===== config.mk =====
export PLATFORM = sky130hd
export DESIGN_NAME = crpi_fifo
export DESIGN_NICKNAME = d
export VERILOG_FILES = /design/src/design/crpi_pkg.sv /design/src/design/crpi_fifo.sv
export SDC_FILE = /design/constraint.sdc
export NUM_CORES = 1
export LEC_CHECK = 0
export BUFFER_PORTS_ARGS = -buffer_cell sky130_fd_sc_hd__buf_4
export CORE_ASPECT_RATIO = 0.75
export CORE_MARGIN = 1.5
export CORE_UTILIZATION = 48
export CTS_CLUSTER_SIZE = 28
export DETAILED_ROUTE_END_ITERATION = 10
export PLACE_DENSITY = 0.71
export SETUP_SLACK_MARGIN = 0.5
export SYNTH_ARGS = -nofsm -noshare
export SYNTH_HDL_FRONTEND = slang
export SYNTH_SLANG_ARGS = --single-unit

===== constraint.sdc =====
create_clock -name clk_i -period 12.8 [get_ports clk_i]
set_clock_uncertainty 0.2 [all_clocks]
set_input_delay 2.56 -clock clk_i [delete_from_list [all_inputs] [get_ports clk_i]]
set_output_delay 2.56 -clock clk_i [all_outputs]
set_load 0.03 [all_outputs]

===== src/design/crpi_pkg.sv =====
package crpi_pkg;

  // Largest number of points per segment; larger register values clamp here
  localparam int unsigned MaxSteps = 32;

  // Fraction bits of t
  localparam int unsigned TFrac = 16;

  // Segment kinds, each with its own basis matrix
  typedef enum logic [1:0] {
    SegFirst = 2'd0,
    SegMid   = 2'd1,
    SegLast  = 2'd2
  } seg_kind_e;

  // One segment of work for the back end; control point 0 in the low slot
  typedef struct packed {
    seg_kind_e         kind;
    logic [3:0][15:0]  cx;
    logic [3:0][15:0]  cy;
    logic              end_run;
    logic              end_path;
  } job_t;

  // Basis coefficient of a segment kind for power p of t and control point i.
  // Each row packs four signed nibbles, control point 0 in the low nibble.
  function automatic logic signed [3:0] basis(seg_kind_e k, logic [1:0] p, logic [1:0] i);
    logic [15:0] row;
    case ({k, p})
      {SegFirst, 2'd0}: row = 16'h0020;
      {SegFirst, 2'd1}: row = 16'h0002;
      {SegFirst, 2'd2}: row = 16'hF6BC;
      {SegFirst, 2'd3}: row = 16'h1C32;
      {SegMid,   2'd0}: row = 16'h0020;
      {SegMid,   2'd1}: row = 16'h010F;
      {SegMid,   2'd2}: row = 16'hF4B2;
      {SegMid,   2'd3}: row = 16'h1D3F;
      {SegLast,  2'd0}: row = 16'h0020;
      {SegLast,  2'd1}: row = 16'h010F;
      {SegLast,  2'd2}: row = 16'hE4A2;
      {SegLast,  2'd3}: row = 16'h2D4F;
      default:          row = 16'h0000;
    endcase
    return $signed(row[{i, 2'b00} +: 4]);
  endfunction

endpackage


===== src/design/crpi_fifo.sv =====
module crpi_fifo (
  input  logic           clk_i,
  input  logic           rst_ni,
  input  logic           wr_valid_i,
  output logic           wr_ready_o,
  input  crpi_pkg::job_t wr_job_i,
  output logic           rd_valid_o,
  input  logic           rd_ready_i,
  output crpi_pkg::job_t rd_job_o
);

  crpi_pkg::job_t mem_q [2];
  logic           wptr_q, rptr_q;
  logic [1:0]     cnt_q;
  logic           push, pop;

  assign wr_ready_o = (cnt_q != 2'd2);
  assign rd_valid_o = (cnt_q != 2'd0);
  assign rd_job_o   = mem_q[rptr_q];
  assign push       = wr_valid_i && wr_ready_o;
  assign pop        = rd_valid_o && rd_ready_i;

  always_ff @(posedge clk_i or negedge rst_ni) begin
    if (!rst_ni) begin
      wptr_q <= 1'b0;
      rptr_q <= 1'b0;
      cnt_q  <= 2'd0;
    end else begin
      if (push) wptr_q <= !wptr_q;
      if (pop)  rptr_q <= !rptr_q;
      cnt_q <= cnt_q + {1'b0, push} - {1'b0, pop};
    end
  end

  always_ff @(posedge clk_i) begin
    if (push) begin
      mem_q[wptr_q] <= wr_job_i;
    end
  end

endmodule


==> flow_summary.ini <==
[clock_network]
cts.sinks = 268
cts_buffer_depth = 3
cts_tree = done
cts-root-buf = clkbuf_16
clk_latency_ns = 0.50
post_cts_resized = 0
cts_setup_buffers = 0
numCtsBuffers = 26
postCtsHoldBufs = 0
h-tree-depth = 1
path_clk_slew_ns = 0.06

[routing]
antenna_left = 0
drtIter0Drc = 289
wl_met1_microns = 7670
drc = 0
dr_total_vias = 4901
met2_length_microns = 8700
route.met3.wl_microns = 2410
wl_per_cell_microns = 18.7
via_per_inst = 4.80
drt-total-wl_microns = 19000
routed.top_layer = met4
firstDrtPassIters = 4

[critical_path]
cp-end-kind = primary output
setup.worst_path.class = reg -> out
startpoint_type = flop
critPathMaxFanout = 50
cp.required_ns = 10.04
cp.arrival_ns = 2.61

[status]
status = complete, no violations

[cells_and_area]
area_growth_pct = 30.6
drive_gt1_share_pct = 59.8
antennaDiodeCount = 0
fin_cells = 1020
layout.area.seq_sq_um = 8030
fillers = 1431
fin_nets = 857
multi_input_area_sq_um = 1880

[global_route]
grt-ovfl-total = 0
grt_pass1_vias = 5083
grt_usage_pct = 16.9
grt_start_max_net_pins = 70
grt_pass1_wl_microns = 27500
antenna_found_initial = 0

[sta]
fin_crit_ns = 5.37
max_freq_ghz = 0.186
hold_viol = 0
hold_ws_ns = 0.363
fin_setup_tns_ns = 0
setup_viol = 0
tightestPinTransition_ns = 0.945
drv_slew = 0
layout_worst_path_cycle_share_pct = 41.9
slew_headroom_pct = 37.0
rsz0062_at_grt = false

[power]
p_comb_share_pct = 39.6
p_int_w = 0.00215
leakagePower_nw = 5.06
p_seq_share_pct = 39.0
clkPwrFrac_pct = 21.4
p_sw_share_pct = 34.0
p_switching_w = 0.00111
vdd_drop_max_v = 0.000164
powerDensity_nw_per_um2 = 248

[floorplanning]
pin_count = 270
core_sq_um = 20400
die_h_microns = 128
rows = 45
die_w_microns = 170
start_util_pct = 49.2
dieArea_sq_um = 21800

[placement]
finalWeightedCongestion = 0.747
post-dp-hpwl_microns = 12700
dp.cells = 974
io_buffers = 269

[hold_path]
hold_class = reg -> reg

[synth]
ys_seq_area_share_pct = 80.0
netlist_area_sq_um = 10000
synth.area.top_cells = edfxtp_1, mux2_4, mux2_2
ys_types = 19
syn_avg_cell_area_sq_um = 23.2
synth_seq_cells = 268
synth_top_area_share_pct = 79.0
synth_warnings = 0
syn-instance-count = 433
yosysTopAreaCell = edfxtp_1
syn-num-nets = 570

[flow_run]
maxCapViolations = 0
[power by group through the flow]
stage                     Combinational [W]  Clock (W)  Sequential [W]
after floorplan                    0.000915          0         0.00129
after global placement              0.00129          0         0.00128
after detailed placement            0.00130          0         0.00129
final                               0.00129   0.000695         0.00127
after global routing                0.00136   0.000748         0.00129
after CTS                           0.00131   0.000715         0.00127
[state kept, by name, indices dropped and copies added (netlist names)]
signal / flops
rptr_q: 1
mem_q: 264
cnt_q: 2
wptr_q: 1
[placed cells by master (no fill, tap or decap), drive strengths merged, types with 2 or more instances in the layout]
cell	netlist	routed
buf	15	274
edfxtp	264	264
mux2	132	132
clkbuf	0	38
clkinv	0	7
dfrtp	4	4
xnor2	3	3
nor2	3	3
nand2	2	2
[cell type report]
cell class / count / share of cell area (%)
clock inverter: 8 / 0.449
multi-input combinational: 150 / 14.4
timing repair buffer: 274 / 15.7
tap: 282 / 2.69
sequential: 268 / 61.3
clock buffer: 38 / 5.47
[worst paths after layout]
| path | start | depth (start not counted) | slack (ns) | endpoint |
|---|---|---|---|---|
| worst min register to register | wptr_q | 1 | 0.36 | wptr_q |
| worst max-delay path | rptr_q | 3 | 7.43 | rd_job_o[56] |
| worst max register to register | cnt_q[0] | 5 | 9.76 | mem_q[0][122] |
| worst min-delay path | wptr_q | 1 | 0.36 | wptr_q |
| max in group asynchronous | rst_ni | 1 | 10.65 | rptr_q |
| min in group asynchronous | rst_ni | 1 | 1.64 | cnt_q[1] |
[per-stage QoR]
stage	worst slack (ns)	utilization, %	power, W	area (sq um)
after floorplan	3.85	-	0.00220	10000
after global placement	7.72	60.5	0.00257	12300
after detailed placement	7.69	60.5	0.00259	12300
after CTS	7.37	64.3	0.00330	13100
after global routing	7.30	64.3	0.00339	13100
final	7.43	64.3	0.00325	13100
[worst max-delay path: stages, from the launching register on]
cell,delay (ns)
dfrtp_4,0.70
buf_4,0.81
mux2_4,0.36
buf_4,0.18
[logic make-up (layout without fill, tap and decap cells)]
group	after synthesis	count (layout)	synth area share, %
compound gates	3	3	0.237
xor+xnor	3	3	0.262
fa+ha+maj	1	1	0.125
buf+inv	15	320	1.31
mux	132	132	17.4
flops	268	268	80.0
simple gates	11	11	0.586
[cell usage after synthesis (all sizes together)]
master / instances
and3: 1
mux2: 132
nor2b: 1
a311oi: 1
nor4bb: 1
o21ba: 1
nor2: 3
dfrtp: 4
xnor2: 3
edfxtp: 264
nand3: 1
or2: 1
buf: 15
nand2b: 1
ha: 1
nand2: 2
o21ai: 1
[routing by layer]
layer,track usage (%),up-vias
met5,0,-
met4,3.64,0
met3,8.52,27
met2,27.0,224
met1,20.6,2353
li1,-,2297
No activity file was read; power rests on OpenSTA's default activity.
