**src/design/crpi_pkg.sv**
```systemverilog
package crpi_pkg;

  // Largest number of points per segment; larger register values clamp here
  localparam int unsigned MaxSteps = 32;

  // Fraction bits of t
  localparam int unsigned TFrac = 16;

  // Segment kinds, each with its own basis matrix
  typedef enum logic [1:0] {
    SegFirst = 2'd0,
    SegMid   = 2'd1,
    SegLast  = 2'd2
  } seg_kind_e;

  // One segment of work for the back end; control point 0 in the low slot
  typedef struct packed {
    seg_kind_e         kind;
    logic [3:0][15:0]  cx;
    logic [3:0][15:0]  cy;
    logic              end_run;
    logic              end_path;
  } job_t;

  // Basis coefficient of a segment kind for power p of t and control point i.
  // Each row packs four signed nibbles, control point 0 in the low nibble.
  function automatic logic signed [3:0] basis(seg_kind_e k, logic [1:0] p, logic [1:0] i);
    logic [15:0] row;
    case ({k, p})
      {SegFirst, 2'd0}: row = 16'h0020;
      {SegFirst, 2'd1}: row = 16'h0002;
      {SegFirst, 2'd2}: row = 16'hF6BC;
      {SegFirst, 2'd3}: row = 16'h1C32;
      {SegMid,   2'd0}: row = 16'h0020;
      {SegMid,   2'd1}: row = 16'h010F;
      {SegMid,   2'd2}: row = 16'hF4B2;
      {SegMid,   2'd3}: row = 16'h1D3F;
      {SegLast,  2'd0}: row = 16'h0020;
      {SegLast,  2'd1}: row = 16'h010F;
      {SegLast,  2'd2}: row = 16'hE4A2;
      {SegLast,  2'd3}: row = 16'h2D4F;
      default:          row = 16'h0000;
    endcase
    return $signed(row[{i, 2'b00} +: 4]);
  endfunction

endpackage

```
**src/design/crpi_front.sv**
```systemverilog
module crpi_front (
  input  logic              clk_i,
  input  logic              rst_ni,
  input  logic              in_valid_i,
  output logic              in_ready_o,
  input  logic [15:0]       in_x_i,
  input  logic [15:0]       in_y_i,
  input  logic              in_final_i,
  output logic              push_valid_o,
  input  logic              push_ready_i,
  output crpi_pkg::job_t    push_job_o
);

  logic [2:0][15:0] win_x_q, win_y_q;
  logic [1:0]       seen_q, seen_d;
  logic             pend_q, pend_d;
  crpi_pkg::job_t   pend_job_q;
  crpi_pkg::job_t   job_a, job_b;
  logic             accept, has_seg;

  assign in_ready_o = !pend_q && push_ready_i;
  assign accept     = in_valid_i && in_ready_o;
  assign has_seg    = (seen_q >= 2'd2);

  // Build the segment jobs caused by the incoming waypoint
  always_comb begin
    job_a.kind     = (seen_q == 2'd2) ? crpi_pkg::SegFirst : crpi_pkg::SegMid;
    job_a.cx       = {in_x_i, win_x_q[2], win_x_q[1],
                      (seen_q == 2'd2) ? 16'd1 : win_x_q[0]};
    job_a.cy       = {in_y_i, win_y_q[2], win_y_q[1],
                      (seen_q == 2'd2) ? 16'd1 : win_y_q[0]};
    job_a.end_run  = !in_final_i;
    job_a.end_path = 1'b0;
    job_b.kind     = crpi_pkg::SegLast;
    job_b.cx       = {16'd1, in_x_i, win_x_q[2], win_x_q[1]};
    job_b.cy       = {16'd1, in_y_i, win_y_q[2], win_y_q[1]};
    job_b.end_run  = 1'b1;
    job_b.end_path = 1'b1;
  end

  assign push_valid_o = pend_q || (accept && has_seg);
  assign push_job_o   = pend_q ? pend_job_q : job_a;

  // Count waypoints of the path, restart after a final one
  always_comb begin
    seen_d = seen_q;
    pend_d = pend_q;
    if (pend_q && push_ready_i) begin
      pend_d = 1'b0;
    end
    if (accept) begin
      if (in_final_i) begin
        seen_d = 2'd0;
        pend_d = has_seg;
      end else if (seen_q != 2'd3) begin
        seen_d = seen_q + 2'd1;
      end
    end
  end

  always_ff @(posedge clk_i or negedge rst_ni) begin
    if (!rst_ni) begin
      seen_q  <= 2'd0;
      pend_q  <= 1'b0;
      win_x_q <= '0;
      win_y_q <= '0;
    end else begin
      seen_q <= seen_d;
      pend_q <= pend_d;
      if (accept) begin
        win_x_q <= {in_x_i, win_x_q[2], win_x_q[1]};
        win_y_q <= {in_y_i, win_y_q[2], win_y_q[1]};
      end
    end
  end

  // Hold the closing segment until the queue takes it
  always_ff @(posedge clk_i) begin
    if (accept) begin
      pend_job_q <= job_b;
    end
  end

endmodule

```
**config.mk**
```make
export PLATFORM = sky130hd
export DESIGN_NAME = crpi_front
export DESIGN_NICKNAME = d
export VERILOG_FILES = /design/src/design/crpi_pkg.sv /design/src/design/crpi_front.sv
export SDC_FILE = /design/constraint.sdc
export NUM_CORES = 1
export LEC_CHECK = 0
export ABC_CLOCK_PERIOD_IN_PS = 3300
export BUFFER_PORTS_ARGS = -buffer_cell sky130_fd_sc_hd__buf_2
export CAP_MARGIN = 20
export CELL_PAD_IN_SITES_DETAIL_PLACEMENT = 1
export CELL_PAD_IN_SITES_GLOBAL_PLACEMENT = 1
export CORE_UTILIZATION = 42
export CTS_BUF_LIST = sky130_fd_sc_hd__clkbuf_8
export CTS_CLUSTER_DIAMETER = 200
export DETAILED_ROUTE_END_ITERATION = 12
export GPL_ROUTABILITY_DRIVEN = 0
export PLACE_DENSITY = 0.76
export SLEW_MARGIN = 20
export SYNTH_ARGS = -nofsm -noshare
export SYNTH_HDL_FRONTEND = slang
export SYNTH_SLANG_ARGS = --single-unit
```
**constraint.sdc**
```tcl
create_clock -name clk_i -period 3.3 [get_ports clk_i]
set_input_delay 0.33 -clock clk_i [delete_from_list [all_inputs] [get_ports clk_i]]
set_output_delay 0.33 -clock clk_i [all_outputs]
set_load 0.005 [all_outputs]
```
==> metrics.txt, run 1 <==
Design Area, Final=about 0.0095 mm²; Hold WC Path Type=in -> reg; gr usage total=19.0%; synth-to-layout area growth=19.0%; fin cells=around 900; slowest cell delay on critical path=roughly 0.72 ns; router iterations before antenna repair=4; Max FO, Critical Path=30; hold depth=1; Synth Warn #=0; die area=between 0.015 and 0.02 mm²; clk sinks=between 150 and 200; final-report hold violation count=0; CTS buffer count=17; clock transition at the registers of the reported paths=roughly 0.10 ns; largest net degree at the start of global routing=around 100; CP Launch Type=register; register area=about 0.0054 mm²; total number of vias=between 4000 and 5000; layout cell share with drive strength beyond 1=54.1%; CP top delay family=simple AND/OR/NAND/NOR gates; Bufs on Longest Clock Path=2; Initial Utilization=approximately 43%; Crit Path Class=reg -> out; routed wire length=between 15 and 20 mm; Seq cells post-synth=a little under 200; PD cells=between 800 and 900 mW/mm²; P_leak=3.98 nW; Arr. time, crit path=around 2.3 ns; Core Rows=between 40 and 50; Fin Clk Skew=about 0.014 ns; Worst-Skew Late Latency=0.46 ns; worst endpoint required time=2.97 ns; fillers=around 1800; antenna violations before repair=1; DP Cell Count=852; Post-DP HPWL=about 11 mm; H-Tree Depth=4; Die Ht=140 µm; setup TNS=0 ns; CTS Root Cell=clkbuf_8; CTS-repair resized insts=0; Cell Area, Placed=between 0.009 and 0.01 mm²; first-pass GRT wire length=about 28 mm; WHS=slightly below 0.06 ns; vias in the first global route=about 5000; CP cell instances=ha_1 > nor2_4 > a22o_1 > buf_2; Slew Limit Fails=0; status=complete, no violations; Crit. End Element=output port; Synth Instances=between 400 and 500; Reg2Reg Depth=3; cell area after synthesis=approximately 0.0079 mm²; I/O Pins=roughly 170; vias per cell=approximately 5; CTS tree=built; GRT overflow=0; Worst-Margin Slew=a little over 0.9 ns; DRC Markers=0; Peak supply drop=~0.26 mV; footprint of the multi-input gates=approximately 0.0024 mm²; slowest CP cell=nor2_4; drt first-iter violations=approximately 140; fin nets=between 600 and 700; Core Area=approximately 0.018 mm²; worst slack at placement=1.14 ns; Worst Path Buf+Inv=1; post-route setup slack=approximately 0.67 ns; Port Buffers=170; Final min period=between 2 and 3 ns; final setup fails=0; fmax=380 MHz; syn avg cell area=between 15 and 20 µm²; ANT nets after route=0; post-synthesis sequential area ratio=67.5%; Wirelength per Cell=approximately 20 µm; RSZ-0062 raised after global routing=false; Mapped Nets=between 500 and 600; max_cap viols=0; relative slew slack=between 30% and 40%; die width=roughly 140 µm; Tcrit/Tclk final=approximately four fifths; Yosys cell types=23; number of cells on the critical path=4
## worst paths after layout
kind,from,to,slack (ns)
setup / recovery,seen_q[1],push_job_o[75],0.67
hold / removal,in_x_i[9],pend_job_q[107],0.06
setup reg to reg,pend_q,pend_job_q[85],1.25
hold reg to reg,job_a[99],pend_job_q[83],0.50
max in group asynchronous,rst_ni,win_x_q[9],1.92
min in group asynchronous,rst_ni,job_a[92],0.49
## metrics by stage
stage,power [mW],utilization [%]
4_1_cts,7.81,51.7
6_report,7.68,51.7
3_5_place_dp,6.20,49.4
3_3_place_gp,6.04,49.4
5_1_grt,8.14,51.7
2_1_floorplan,5.02,-
## logic make-up after synthesis
family | after synthesis | share of synthesized area, %
DFF | 195 | 67.5
muxes | 160 | 22.7
and+or+nand+nor | 47 | 3.51
AOI/OAI and AO/OA | 38 | 3.86
buffers and inverters | 35 | 2.14
adders and majority gates | 2 | 0.315
## where the power goes
part / internal (mW) / leakage (nW) / switching (mW)
clock network: 0.779 / 0.217 / 0.802
registers: 3.26 / 2.07 / 0.468
logic: 1.34 / 1.70 / 1.03
total: 5.38 / 3.98 / 2.30
## synth_stat cells
master / number / share of area [%]
buf_1: 4 / 0.19
or4_1: 1 / 0.095
or2_2: 2 / 0.16
dfrtp_1: 99 / 31
nand2_1: 8 / 0.38
inv_1: 4 / 0.19
o32ai_1: 1 / 0.11
o21ai_1: 2 / 0.13
buf_6: 1 / 0.14
buf_4: 2 / 0.19
o31a_1: 1 / 0.11
mux2_2: 144 / 20
edfxtp_1: 96 / 36
o21ai_0: 4 / 0.25
ha_1: 2 / 0.32
nand3b_4: 1 / 0.25
buf_2: 19 / 1.2
a22o_1: 29 / 3.2
clkbuf_1: 5 / 0.24
nor2_1: 4 / 0.19
mux2_1: 16 / 2.3
nor2b_1: 31 / 2.4
a21oi_1: 1 / 0.063
## layout by cell type, fill, tap and decap left out, drive strengths merged
cell           n
bufinv         3
diode          1
or4            1
clkinv         4
edfxtp        96
o32ai          1
dlygate4sd3    1
a21oi          1
nand3b         1
nor2b         31
buf          177
inv            8
or2            2
clkinvlp       2
o31a           1
a22o          29
mux2         160
clkbuf        19
nor2           4
nand2          8
dfrtp         99
ha             2
o21ai          6
## per-layer routing
metal	GRT usage, %	part of all wire (%)	up-vias
met5	0	0	-
met4	7.66	2.0	0
met3	3.34	3.1	26
met2	33.9	53	105
met1	22.8	42	2318
li1	-	-	2105
## worst register-to-register path, delay by kind of cell (launching register included)
| kind | cells | cell delay, ns |
|---|---|---|
| DFF | 1 | 0.64 |
| buffers and inverters | 2 | 0.83 |
| and+or+nand+nor | 1 | 0.26 |
## registers in the layout (all words and copies together), names as in the netlist
signal	flops
win_x_q	16
seen_q	2
pend_q	1
win_y_q	16
pend_job_q	96
job_a	64
## final cells by class
class	count	area share, %
Antenna cell	1	0.0265
Clock buffer	19	2.77
Clock inverter	13	1.56
Inverter	4	0.185
Multi-Input combinational cell	247	25.6
Sequential cell	195	56.7
Tap cell	229	3.03
Timing Repair Buffer	178	10.1
## what timing repair did
action	CTS	global route
endpoints found under the setup margin	0	0
setup buffers	0	0
hold buffers	1	0
endpoints found under the hold margin	52	0
No activity file was read; power rests on OpenSTA's default activity.
==> run 2: changes to the inputs <==
ABC_CLOCK_PERIOD_IN_PS = 2200   (was 3300)
clock period = 2.2 ns   (was 3.3 ns; I/O delays follow)
==> metrics.txt, run 2 (synthesis results as in run 1) <==
status=complete, no violations; Die Ht=about 140 µm; CTS buffer count=17; slowest cell delay on critical path=approximately 0.53 ns; die area=slightly below 0.02 mm²; synth-to-layout area growth=25.5%; I/O Pins=~170; die width=approximately 140 µm; RSZ-0062 raised after global routing=false; most frequent cells in the layout=buf_2 (169), mux2_2 (144), dfrtp_1 (98); Core Area=0.0183 mm²; CP top delay family=flip-flops; largest net degree at the start of global routing=88; routed wire length=between 15 and 20 mm; commonest non-fill, non-tap cell in the layout=buf_2; Wirelength per Cell=19.4 µm; Crit. End Element=output port; Post-DP HPWL=approximately 11 mm; Final Util=between 50 and 60%; final setup fails=0; Worst-Skew Late Latency=roughly 0.46 ns; Max FO, Critical Path=22; GRT overflow=0; register area=roughly 0.0054 mm²; CP Launch Type=register; antenna violations before repair=2; Design Area, Final=~0.01 mm²; fmax=483 MHz; DRC Markers=0; gr usage total=around a fifth; vias per cell=about 5.2; Core Rows=between 40 and 50; Cell Area, Placed=slightly above 0.009 mm²; Final min period=between 2 and 2.5 ns; Bufs on Longest Clock Path=2; vias in the first global route=between 5000 and 6000; drt first-iter violations=roughly 150; worst endpoint required time=around 2.0 ns; first-pass GRT wire length=28.0 mm; fillers=1802; Peak supply drop=between 0.5 and 0.6 mV; PD cells=around 1200 mW/mm²; fin nets=around 720; total number of vias=around 4800; CP cell instances=buf_16 > nor2_4 > buf_8 > a22o_1 > buf_2; reg-to-reg slack, setup=between 0.3 and 0.4 ns; clock transition at the registers of the reported paths=about 0.10 ns; Worst Path Buf+Inv=3; Tcrit/Tclk final=94.2%; final-report hold violation count=0; relative slew slack=64.3%; Slew Limit Fails=0; post-route setup slack=about 0.13 ns; H-Tree Depth=4; Hold WC Path Type=in -> reg; layout cell share with drive strength beyond 1=52.6%; CTS tree=built; Worst-Margin Slew=roughly 0.54 ns; slowest CP cell=dfrtp_4; Arr. time, crit path=about 1.9 ns; CTS Root Cell=clkbuf_8; Crit Path Class=reg -> out; clk sinks=just under 200; max reg flops=96; footprint of the multi-input gates=roughly 0.0024 mm²; Initial Utilization=between 40% and 50%; Biggest register=pend_job_q; max_cap viols=0; worst slack at placement=a little under 0.4 ns; Port Buffers=between 150 and 200; Fin Clk Skew=0.0114 ns; router iterations before antenna repair=4; P_leak=4.18 nW; ANT nets after route=0
==> run 2: cell count changes in the layout (fill, tap and decap cells not counted), sizes merged <==
cell         change
inv              +1
dlygate4sd3     +33
buf              +5
clkinv           -2
diode            +1
bufinv           +2
clkinvlp         +1
==> run 2: through the flow <==
stage	TNS [ns]	power [mW]	cells	hold WS, ns
final	0	12.0	927	0.0576
after global routing	0	12.7	927	0.0346
after CTS	-0.192	12.1	922	0.00574
after detailed placement	0	9.32	856	0.231
after global placement	0	9.12	856	0.236
after floorplan	-41.77	7.54	477	-0.0756
==> run 2: worst register-to-register path, stage by stage, from the launching register on <==
cell and delay (ns):
dfrtp_4 0.53, nand3b_4 0.36, clkinvlp_4 0.21, buf_12 0.37
==> run 2: path summary, 6_finish.rpt <==
check                                  start        endpoint  cells after the start
worst max-delay path                  pend_q  push_job_o[13]                      5
min in group asynchronous             rst_ni       job_a[89]                      2
worst min-delay path            push_ready_i          pend_q                      2
worst max register to register        pend_q  pend_job_q[20]                      3
worst min register to register     job_a[21]   pend_job_q[5]                      0
max in group asynchronous             rst_ni       job_a[44]                      3
==> run 2: area by class of cell <==
type                       count  share of cell area [%]
sequential                   195                    53.8
multi-input combinational    247                    24.3
timing repair buffer         218                    14.2
tap                          229                    2.87
clock buffer                  17                    2.35
clock inverter                15                    2.27
inverter                       4                   0.188
antenna                        2                  0.0502
==> run 2: layer usage <==
| metal | GRT usage (%) | wire, µm | vias to the layer above |
|---|---|---|---|
| met5 | 0 | 0 | - |
| li1 | - | - | 2185 |
| met2 | 32.6 | 9470 | 113 |
| met1 | 22.6 | 7540 | 2497 |
| met3 | 4.27 | 590 | 24 |
| met4 | 7.66 | 384 | 0 |
==> run 2: where the power goes <==
part,internal (mW),total (mW),switching (mW)
clock,1.37,2.64,1.28
sequential,4.89,5.51,0.619
combinational,2.16,3.83,1.67
total,8.42,12.0,3.57
==> run 2: repair_timing <==
item,CTS,global route
setup buffers,0,1
resized for setup,2,7
hold buffers,34,0
hold endpoints to repair,96,0
cloned,0,2
endpoints found under the setup margin,29,56
pin swaps,0,0
